===== config.mk =====
export PLATFORM = sky130hd
export DESIGN_NAME = arp_resolving_l3_border_rewriter
export DESIGN_NICKNAME = d
export VERILOG_FILES = /design/src/hdl/arlr_pkg.sv /design/src/hdl/arp_resolving_l3_border_rewriter.sv /design/src/hdl/arlr_ctrl.sv /design/src/hdl/arlr_datapath.sv
export SDC_FILE = /design/constraint.sdc
export NUM_CORES = 2
export LEC_CHECK = 0
export BUFFER_PORTS_ARGS = -buffer_cell sky130_fd_sc_hd__clkbuf_2
export CORE_ASPECT_RATIO = 2
export CORE_MARGIN = 2
export CORE_UTILIZATION = 30
export CTS_BUF_LIST = sky130_fd_sc_hd__clkbuf_4 sky130_fd_sc_hd__clkbuf_8 sky130_fd_sc_hd__clkbuf_16
export DETAILED_ROUTE_END_ITERATION = 16
export PLACE_DENSITY_LB_ADDON = 0.12
export SETUP_SLACK_MARGIN = 0.5
export SYNTH_ARGS = -nofsm -noshare
export SYNTH_HDL_FRONTEND = slang
export SYNTH_HIERARCHICAL = 1
export SYNTH_SLANG_ARGS = --single-unit

===== constraint.sdc =====
create_clock -name clk -period 14.4 [get_ports clk]
set_input_delay 0.72 -clock clk [delete_from_list [all_inputs] [get_ports clk]]
set_output_delay 0.72 -clock clk [all_outputs]
set_load 0.05 [all_outputs]

===== src/hdl/arlr_pkg.sv =====
package arlr_pkg;

    localparam int DEF_TABLE_ENTRIES = 16;

    localparam int MAC_W  = 48;
    localparam int IP_W   = 32;
    localparam int ETYPE_W = 16;
    localparam int OP_W   = 16;
    localparam int ACT_W  = 2;
    localparam int CFG_ADDR_W = 3;
    localparam int CFG_DATA_W = 48;

    localparam int IN_DATA_W  = 272;
    localparam int OUT_DATA_W = 208;

    localparam logic [ETYPE_W-1:0] ETH_ARP  = 16'h0806;
    localparam logic [ETYPE_W-1:0] ETH_IPV4 = 16'h0800;
    localparam logic [OP_W-1:0]    OP_REQUEST = 16'd1;
    localparam logic [OP_W-1:0]    OP_REPLY   = 16'd2;
    localparam logic [MAC_W-1:0]   BCAST_MAC  = {6{8'hFF}};

    localparam logic [ACT_W-1:0] ACT_FORWARD  = 2'd0;
    localparam logic [ACT_W-1:0] ACT_CONSUMED = 2'd1;
    localparam logic [ACT_W-1:0] ACT_REPLY    = 2'd2;
    localparam logic [ACT_W-1:0] ACT_REQUEST  = 2'd3;

    localparam logic [CFG_ADDR_W-1:0] REG_LEFT_MAC  = 3'd0;
    localparam logic [CFG_ADDR_W-1:0] REG_RIGHT_MAC = 3'd1;
    localparam logic [CFG_ADDR_W-1:0] REG_LEFT_IP   = 3'd2;
    localparam logic [CFG_ADDR_W-1:0] REG_RIGHT_IP  = 3'd3;
    localparam logic [CFG_ADDR_W-1:0] REG_CHAIN_MAC = 3'd4;

    // controller -> datapath
    typedef struct packed {
        logic capture;   // latch input transfer, clear scan index and hit
        logic rd_en;     // read table entry at scan index
        logic inc_idx;   // advance scan index
        logic set_hit;   // current entry matched
        logic finish;    // load output register, learn if needed
    } cmd_t;

    // datapath -> controller
    typedef struct packed {
        logic need_search;
        logic scan_end;
        logic match;
        logic out_free;
    } sts_t;

endpackage


===== src/hdl/arp_resolving_l3_border_rewriter.sv =====
// ARP-resolving L3 border rewriter. Each input transfer carries one frame's
// parsed header and its ingress side (s_tuser: 0 right port, 1 left port); one
// output transfer comes back with the action in m_tuser (0 forward, 1 consumed,
// 2 send ARP reply on ingress, 3 drop and send ARP request) and the rewritten
// MACs and ARP fields in m_tdata. ARP replies are learned into an IP-to-MAC
// table filled in arrival order; it stops learning when full and is never
// aged. An item is captured; if a search is needed, the filled entries are
// read and compared in turn through the table's single, registered read port
// until one matches or none is left. The result is loaded once the output
// register is free and is held there while the next item is taken in; a new
// item is taken only while idle. Port registers are written through
// cfg_wr_en/cfg_addr/cfg_wdata (0 left MAC, 1 right MAC, 2 left IP, 3 right
// IP, 4 chain next-hop MAC); the user must write them only while idle, which
// the block does not enforce. No clearing pass is needed after reset.
module arp_resolving_l3_border_rewriter
#(
    parameter int TABLE_ENTRIES = arlr_pkg::DEF_TABLE_ENTRIES
)
(
    input  logic                             clk,
    input  logic                             rst_n,
    // config write port
    input  logic                             cfg_wr_en,
    input  logic [arlr_pkg::CFG_ADDR_W-1:0]  cfg_addr,
    input  logic [arlr_pkg::CFG_DATA_W-1:0]  cfg_wdata,
    // header in
    input  logic                             s_tvalid,
    output logic                             s_tready,
    // frame_type[15:0], frame_dst_mac[63:16], frame_src_mac[111:64],
    // arp_opcode[127:112], arp_sender_ip[159:128], arp_sender_mac[207:160],
    // arp_target_ip[239:208], ip_destination[271:240]
    input  logic [arlr_pkg::IN_DATA_W-1:0]   s_tdata,
    // direction[0]
    input  logic                             s_tuser,
    // result out
    output logic                             m_tvalid,
    input  logic                             m_tready,
    // out_dst_mac[47:0], out_src_mac[95:48], out_arp_sender_ip[127:96],
    // out_arp_target_ip[159:128], out_arp_target_mac[207:160]
    output logic [arlr_pkg::OUT_DATA_W-1:0]  m_tdata,
    // action[1:0]
    output logic [arlr_pkg::ACT_W-1:0]       m_tuser
);
    import arlr_pkg::*;

    cmd_t cmd;
    sts_t sts;

    // controller sequences capture, table scan and result load
    arlr_ctrl u_ctrl
    (
        .clk      (clk),
        .rst_n    (rst_n),
        .in_valid (s_tvalid),
        .in_ready (s_tready),
        .sts      (sts),
        .cmd      (cmd)
    );

    // datapath holds config, the item, the table and the output register
    arlr_datapath #(
        .TABLE_ENTRIES (TABLE_ENTRIES)
    ) u_dp
    (
        .clk       (clk),
        .rst_n     (rst_n),
        .cfg_wr_en (cfg_wr_en),
        .cfg_addr  (cfg_addr),
        .cfg_wdata (cfg_wdata),
        .in_data   (s_tdata),
        .in_dir    (s_tuser),
        .m_tvalid  (m_tvalid),
        .m_tready  (m_tready),
        .m_tdata   (m_tdata),
        .m_tuser   (m_tuser),
        .cmd       (cmd),
        .sts       (sts)
    );

endmodule


===== src/hdl/arlr_ctrl.sv =====
module arlr_ctrl
(
    input  logic           clk,
    input  logic           rst_n,
    input  logic           in_valid,
    output logic           in_ready,
    input  arlr_pkg::sts_t sts,
    output arlr_pkg::cmd_t cmd
);
    import arlr_pkg::*;

    typedef enum logic [3:0] {
        ST_IDLE   = 4'b0001,
        ST_READ   = 4'b0010,
        ST_CMP    = 4'b0100,
        ST_FINISH = 4'b1000
    } state_t;

    state_t state_reg;
    state_t state_next;

    assign in_ready = (state_reg == ST_IDLE);

    always_comb
    begin
        state_next = state_reg;
        cmd        = '0;
        case (state_reg)
            ST_IDLE:
            begin
                if (in_valid)
                begin
                    cmd.capture = 1'b1;
                    state_next  = ST_READ;
                end
            end
            ST_READ:
            begin
                if (!sts.need_search || sts.scan_end)
                begin
                    state_next = ST_FINISH;
                end
                else
                begin
                    cmd.rd_en  = 1'b1;
                    state_next = ST_CMP;
                end
            end
            ST_CMP:
            begin
                if (sts.match)
                begin
                    cmd.set_hit = 1'b1;
                    state_next  = ST_FINISH;
                end
                else
                begin
                    cmd.inc_idx = 1'b1;
                    state_next  = ST_READ;
                end
            end
            ST_FINISH:
            begin
                if (sts.out_free)
                begin
                    cmd.finish = 1'b1;
                    state_next = ST_IDLE;
                end
            end
            default:
            begin
                state_next = ST_IDLE;
            end
        endcase
    end

    always_ff @(posedge clk or negedge rst_n)
    begin
        if (!rst_n)
        begin
            state_reg <= ST_IDLE;
        end
        else
        begin
            state_reg <= state_next;
        end
    end

`ifndef SYNTH
    a_capture_to_read: assert property (@(posedge clk) disable iff (!rst_n)
        cmd.capture |=> state_reg == ST_READ)
        else $error("capture not followed by scan");
    a_finish_needs_room: assert property (@(posedge clk) disable iff (!rst_n)
        cmd.finish |-> sts.out_free)
        else $error("result loaded into a full output register");
    a_hit_only_on_match: assert property (@(posedge clk) disable iff (!rst_n)
        cmd.set_hit |-> (sts.match && $past(cmd.rd_en)))
        else $error("hit without a fresh table read");
`endif

endmodule


===== src/hdl/arlr_datapath.sv =====
module arlr_datapath
#(
    parameter int TABLE_ENTRIES = arlr_pkg::DEF_TABLE_ENTRIES
)
(
    input  logic                                clk,
    input  logic                                rst_n,
    input  logic                                cfg_wr_en,
    input  logic [arlr_pkg::CFG_ADDR_W-1:0]     cfg_addr,
    input  logic [arlr_pkg::CFG_DATA_W-1:0]     cfg_wdata,
    input  logic [arlr_pkg::IN_DATA_W-1:0]      in_data,
    input  logic                                in_dir,
    output logic                                m_tvalid,
    input  logic                                m_tready,
    output logic [arlr_pkg::OUT_DATA_W-1:0]     m_tdata,
    output logic [arlr_pkg::ACT_W-1:0]          m_tuser,
    input  arlr_pkg::cmd_t                      cmd,
    output arlr_pkg::sts_t                      sts
);
    import arlr_pkg::*;

    localparam int AW    = (TABLE_ENTRIES > 1) ? $clog2(TABLE_ENTRIES) : 1;
    localparam int CNT_W = $clog2(TABLE_ENTRIES + 1);

    // configuration
    logic [MAC_W-1:0] left_mac_reg, right_mac_reg, chain_mac_reg;
    logic [IP_W-1:0]  left_ip_reg, right_ip_reg;

    // captured item
    logic               dir_reg;
    logic [ETYPE_W-1:0] etype_reg;
    logic [MAC_W-1:0]   fdst_reg, fsrc_reg, smac_reg;
    logic [OP_W-1:0]    op_reg;
    logic [IP_W-1:0]    sip_reg, tip_reg, ipdst_reg;

    // table
    logic [IP_W-1:0]  mem_ip  [TABLE_ENTRIES];
    logic [MAC_W-1:0] mem_mac [TABLE_ENTRIES];
    logic [IP_W-1:0]  rd_ip_reg;
    logic [MAC_W-1:0] rd_mac_reg;
    logic [CNT_W-1:0] used_reg, idx_reg;
    logic             hit_reg;

    // output register
    logic                  out_valid_reg;
    logic [OUT_DATA_W-1:0] out_data_reg;
    logic [ACT_W-1:0]      out_act_reg;

    logic             is_arp, req_ours, is_reply, ipv4_rl, learn;
    logic [MAC_W-1:0] in_mac;
    logic [IP_W-1:0]  in_ip, key;
    logic [ACT_W-1:0] r_act;
    logic [MAC_W-1:0] r_dst, r_src, r_tmac;
    logic [IP_W-1:0]  r_sip, r_tip;

    always_ff @(posedge clk or negedge rst_n)
    begin
        if (!rst_n)
        begin
            left_mac_reg  <= '0;
            right_mac_reg <= '0;
            left_ip_reg   <= '0;
            right_ip_reg  <= '0;
            chain_mac_reg <= '0;
        end
        else if (cfg_wr_en)
        begin
            case (cfg_addr)
                REG_LEFT_MAC:  left_mac_reg  <= cfg_wdata;
                REG_RIGHT_MAC: right_mac_reg <= cfg_wdata;
                REG_LEFT_IP:   left_ip_reg   <= cfg_wdata[IP_W-1:0];
                REG_RIGHT_IP:  right_ip_reg  <= cfg_wdata[IP_W-1:0];
                REG_CHAIN_MAC: chain_mac_reg <= cfg_wdata;
                default:       ;
            endcase
        end
    end

    always_ff @(posedge clk)
    begin
        if (cmd.capture)
        begin
            dir_reg   <= in_dir;
            etype_reg <= in_data[15:0];
            fdst_reg  <= in_data[63:16];
            fsrc_reg  <= in_data[111:64];
            op_reg    <= in_data[127:112];
            sip_reg   <= in_data[159:128];
            smac_reg  <= in_data[207:160];
            tip_reg   <= in_data[239:208];
            ipdst_reg <= in_data[271:240];
        end
    end

    // decode of the held item
    always_comb
    begin
        in_mac   = dir_reg ? left_mac_reg : right_mac_reg;
        in_ip    = dir_reg ? left_ip_reg : right_ip_reg;
        is_arp   = (etype_reg == ETH_ARP);
        req_ours = is_arp && (op_reg == OP_REQUEST) && (in_ip == tip_reg);
        is_reply = is_arp && (op_reg == OP_REPLY);
        ipv4_rl  = !dir_reg && (etype_reg == ETH_IPV4);
        key      = is_reply ? sip_reg : ipdst_reg;
        learn    = is_reply && !hit_reg && (used_reg < CNT_W'(TABLE_ENTRIES));
    end

    always_comb
    begin
        r_act  = ACT_FORWARD;
        r_dst  = '0;
        r_src  = '0;
        r_sip  = '0;
        r_tip  = '0;
        r_tmac = '0;
        if (req_ours)
        begin
            r_act  = ACT_REPLY;
            r_dst  = smac_reg;
            r_src  = in_mac;
            r_sip  = in_ip;
            r_tip  = sip_reg;
            r_tmac = smac_reg;
        end
        else if (is_reply)
        begin
            r_act = ACT_CONSUMED;
        end
        else if (ipv4_rl)
        begin
            if (hit_reg)
            begin
                r_dst = rd_mac_reg;
                r_src = left_mac_reg;
            end
            else
            begin
                r_act = ACT_REQUEST;
                r_dst = BCAST_MAC;
                r_src = left_mac_reg;
                r_sip = left_ip_reg;
                r_tip = ipdst_reg;
            end
        end
        else if (!dir_reg)
        begin
            r_dst = fdst_reg;
            r_src = fsrc_reg;
        end
        else
        begin
            r_dst = chain_mac_reg;
            r_src = right_mac_reg;
        end
    end

    // table memory: one read port at the scan index, one write port at the fill count
    always_ff @(posedge clk)
    begin
        if (cmd.rd_en)
        begin
            rd_ip_reg  <= mem_ip[idx_reg[AW-1:0]];
            rd_mac_reg <= mem_mac[idx_reg[AW-1:0]];
        end
        if (cmd.finish && learn)
        begin
            mem_ip[used_reg[AW-1:0]]  <= sip_reg;
            mem_mac[used_reg[AW-1:0]] <= smac_reg;
        end
    end

    always_ff @(posedge clk or negedge rst_n)
    begin
        if (!rst_n)
        begin
            used_reg <= '0;
            idx_reg  <= '0;
            hit_reg  <= 1'b0;
        end
        else
        begin
            if (cmd.capture)
            begin
                idx_reg <= '0;
                hit_reg <= 1'b0;
            end
            else
            begin
                if (cmd.inc_idx)
                begin
                    idx_reg <= idx_reg + CNT_W'(1);
                end
                if (cmd.set_hit)
                begin
                    hit_reg <= 1'b1;
                end
            end
            if (cmd.finish && learn)
            begin
                used_reg <= used_reg + CNT_W'(1);
            end
        end
    end

    always_ff @(posedge clk or negedge rst_n)
    begin
        if (!rst_n)
        begin
            out_valid_reg <= 1'b0;
        end
        else if (cmd.finish)
        begin
            out_valid_reg <= 1'b1;
        end
        else if (m_tready)
        begin
            out_valid_reg <= 1'b0;
        end
    end

    always_ff @(posedge clk)
    begin
        if (cmd.finish)
        begin
            out_act_reg  <= r_act;
            out_data_reg <= {r_tmac, r_tip, r_sip, r_src, r_dst};
        end
    end

    assign sts.need_search = !req_ours && (is_reply || ipv4_rl);
    assign sts.scan_end    = (idx_reg == used_reg);
    assign sts.match       = (rd_ip_reg == key);
    assign sts.out_free    = !out_valid_reg || m_tready;

    assign m_tvalid = out_valid_reg;
    assign m_tdata  = out_data_reg;
    assign m_tuser  = out_act_reg;

`ifndef SYNTH
    a_used_bound: assert property (@(posedge clk) disable iff (!rst_n)
        used_reg <= CNT_W'(TABLE_ENTRIES))
        else $error("fill count past table size");
    a_learn_count: assert property (@(posedge clk) disable iff (!rst_n)
        (cmd.finish && learn) |=> used_reg == $past(used_reg) + CNT_W'(1))
        else $error("learned entry not counted");
    a_scan_in_range: assert property (@(posedge clk) disable iff (!rst_n)
        cmd.rd_en |-> idx_reg < used_reg)
        else $error("table read beyond filled entries");
`endif

endmodule

==> impl_metrics.csv <==
group,metric,value,unit
die,ios,541,
timing,period_minus_slack,5.68,ns
synthesis,ys_types,61,
run,drv_cap,0,
worst_setup_path,cp_max_fo,34,
power,cellLeakagePower,31.7,nW
synthesis,ys.warnings.count,6,
layout,final_nets,4919,
timing,final.period_utilization,0.394,
die,dieArea,0.267,sq mm
grt,grt_pass1_vias,42700,
synthesis,ys_async_sr_fraction,0.108,
placement,port_buffers,540,
synthesis,synth_seq_area_share,0.773,
grt,grt_usage,0.177,
power,vdd_ir_drop_max,0.100,mV
power,powerDensity,147,mW/mm^2
clock_tree,clk_path_buf_depth,4,
worst_setup_path,end_kind,"flip-flop",
layout,drive_gt1_frac,0.329,
route,drt_pre_antenna_iters,5,
timing,hold_viol,0,
timing,setup_viol,0,
route,routed_wl,239000,um
timing,report.final.slew_viol_count,0,
layout,area_growth,20.8,%
route,via_per_inst,4.81,
worst_setup_path,cp_slowest_cell,"nor2_4",
placement,dp_hpwl,146000,um
min_path,hold_class,"primary input to flip-flop",
timing,slew_headroom,0.232,
worst_setup_path,worstPathRequired,14.89,ns
timing,tightest_slew,1.15,ns
placement,dpl_cell_area,0.0862,sq mm
worst_setup_path,r2r_start,"u_dp/etype_reg[9]",
timing,rsz0062_at_grt,"no",
clock_tree,post-cts-setup-buffers,0,
clock_tree,cts_buffers,202,
die,initial_core_util,0.301,
grt,grt_pass1_wl,337000,um
grt,antenna_found_initial,12,
grt,grt_max_degree,117,
clock_tree,cts_tree,"built",
worst_setup_path,path_common_cell,"buf_4",
route,drc,0,
die,rows,266,
die,die_y,729,um
worst_setup_path,arrival,6.16,ns
grt,overflow,0,
min_path,worstHoldStart,"s_tdata[176]",
worst_setup_path,critPathBufInv,2,
route,ant_nets,0,
clock_tree,insertion_delay,0.89,ns
synthesis,synth_seq_cells,2067,
die,fp.coreArea,0.262,sq mm
clock_tree,cts.sinks,2067,
clock_tree,cts-htree-levels,4,
route,wl_per_cell,29.0,um
route,drtIter0Drc,2830,
synthesis,synth.avg_cell_area,21.4,sq um
timing,fin_setup_tns,0,ns
route,dr_total_vias,39600,
synthesis,syn_area,0.0788,sq mm
clock_tree,root_buffer,"clkbuf_16",
worst_setup_path,crit_chain,"nor4b_1, nand4_1, or2_2, nor4b_2, nand2_1, nor2_4, buf_4, buf_4",
timing,max_freq,0.176,GHz
placement,routabilityCongestion,0.763,
worst_setup_path,critical_path.startpoint,"u_dp/etype_reg[9]",
layout,final_area,0.0952,sq mm
worst_setup_path,path_class,"flip-flop to flip-flop",
synthesis,synth_edf_count,1843,
synthesis,syn_nets,4014,
die,die_w,366,um
run_status,outcome,"completed",
timing,skew,0.0466,ns
synthesis,syn-instance-count,3680,
clock_tree,clk_pin_slew,0.07,ns
layout,largest_register_ffs,768,
synthesis,synthFlopType,"edfxtp_1",
worst_setup_path,critPathLaunchType,"flip-flop",
worst_setup_path,max_stage_delay,0.74,ns
worst_setup_path,crit_family,"simple AND/OR/NAND/NOR gates",
per-layer routing:
layer	GRT usage	vias up	routed length [um]
li1	-	16900	-
met1	0.222	21300	98000
met2	0.322	1066	126000
met3	0.0251	290	9820
met4	0.0424	6	5320
met5	0	-	30
final timing paths:
check / to / slack, ns / cells past startpoint
max in group asynchronous: u_dp/chain_mac_reg[38] / 11.12 / 5
max reg2reg: u_dp/mem_mac[7][14] / 8.72 / 8
max: u_dp/mem_mac[7][14] / 8.72 / 8
min: u_dp/smac_reg[16] / 0.07 / 1
min in group asynchronous: u_dp/left_mac_reg[11] / 0.41 / 2
min reg2reg: u_dp/left_mac_reg[10] / 0.49 / 1
power breakdown:
group / internal [mW] / switching [mW] / total [mW] / leakage [nW]
logic: 0.395 / 0.706 / 1.10 / 9.08
registers: 7.15 / 0.384 / 7.53 / 19.4
clock network: 3.00 / 2.35 / 5.35 / 3.26
cells in the final DEF, fill, tap and decap left out, types with 13 or more instances in the layout:
| master | Yosys | final |
|---|---|---|
| nor4b_1 | 54 | 54 |
| a221o_1 | 48 | 48 |
| buf_4 | 1 | 103 |
| dfrtp_1 | 223 | 218 |
| xnor2_1 | 65 | 65 |
| nand2_1 | 97 | 96 |
| clkinv_2 | 0 | 38 |
| clkbuf_16 | 0 | 207 |
| bufinv_16 | 0 | 13 |
| nor3b_1 | 31 | 30 |
| inv_1 | 26 | 26 |
| o21ai_0 | 20 | 20 |
| mux2_1 | 99 | 99 |
| edfxtp_1 | 1843 | 1843 |
| clkbuf_4 | 0 | 42 |
| nand3b_1 | 21 | 21 |
| a22o_1 | 66 | 66 |
| nor2_4 | 0 | 14 |
| nand4_1 | 16 | 16 |
| and2_1 | 21 | 21 |
| nor2_1 | 31 | 17 |
| clkinv_1 | 0 | 34 |
| mux2i_1 | 89 | 88 |
| mux2_2 | 110 | 110 |
| clkbuf_2 | 0 | 539 |
| inv_2 | 28 | 28 |
| dlygate4sd3_1 | 0 | 252 |
| o21bai_1 | 20 | 20 |
| mux4_2 | 400 | 400 |
| a21oi_1 | 38 | 38 |
| nand3_1 | 36 | 35 |
area by class of cell:
cell class / count / area (sq um)
Clock inverter: 101 / 861
Inverter: 54 / 203
Tap cell: 3484 / 4360
Clock buffer: 260 / 5650
Timing Repair Buffer: 899 / 6090
Sequential cell: 2067 / 61000
Multi-Input combinational cell: 1361 / 17100
Antenna cell: 8 / 20.0
Fill cell: 24400 / 167000
kinds of logic after synthesis:
family | Yosys count | share of synthesized area
and+or+nand+nor | 364 | 0.0276
DFF | 2067 | 0.773
muxes | 698 | 0.155
AOI/OAI and AO/OA | 218 | 0.0216
buffers and inverters | 252 | 0.0127
xor gates and xnor gates | 76 | 0.00845
adders and majority gates | 5 | 0.000794
cells in the mapped netlist (16+ instances only):
cell,n,share of area
nor2_1,31,0.0015
nor3b_1,31,0.0030
a21oi_1,38,0.0024
nor4b_1,54,0.0060
o21bai_1,20,0.0019
nand4_1,16,0.0013
nand3_1,36,0.0023
clkbuf_1,137,0.0065
a22o_1,66,0.0073
inv_2,28,0.0013
and2_1,21,0.0017
o21ai_0,20,0.0013
edfxtp_1,1843,0.70
nand2_1,97,0.0046
xnor2_1,65,0.0072
inv_1,26,0.0012
mux2_1,99,0.014
mux2_2,110,0.016
a221o_1,48,0.0061
buf_1,41,0.0020
mux4_2,400,0.11
nand3b_1,21,0.0020
mux2i_1,89,0.011
dfrtp_1,223,0.071
what timing repair did:
item | CTS | global route
hold buffers | 252 | 0
endpoints found under the hold margin | 313 | 0
resized for setup | 0 | 0
endpoints found under the setup margin | 0 | 0
per-stage QoR:
stage	power, mW	std cells	hold slack [ns]	worst slack, ns	utilization
4_1_cts	14.2	8226	0.00239	8.60	0.363
3_3_place_gp	8.72	7613	0.468	8.74	0.329
3_5_place_dp	8.74	7613	0.478	8.64	0.329
5_1_grt	14.5	8232	0.0320	8.40	0.364
6_report	14.0	8234	0.0707	8.72	0.364
2_1_floorplan	8.14	3680	0.424	1.17	-
No activity file was read; power rests on OpenSTA's default activity.
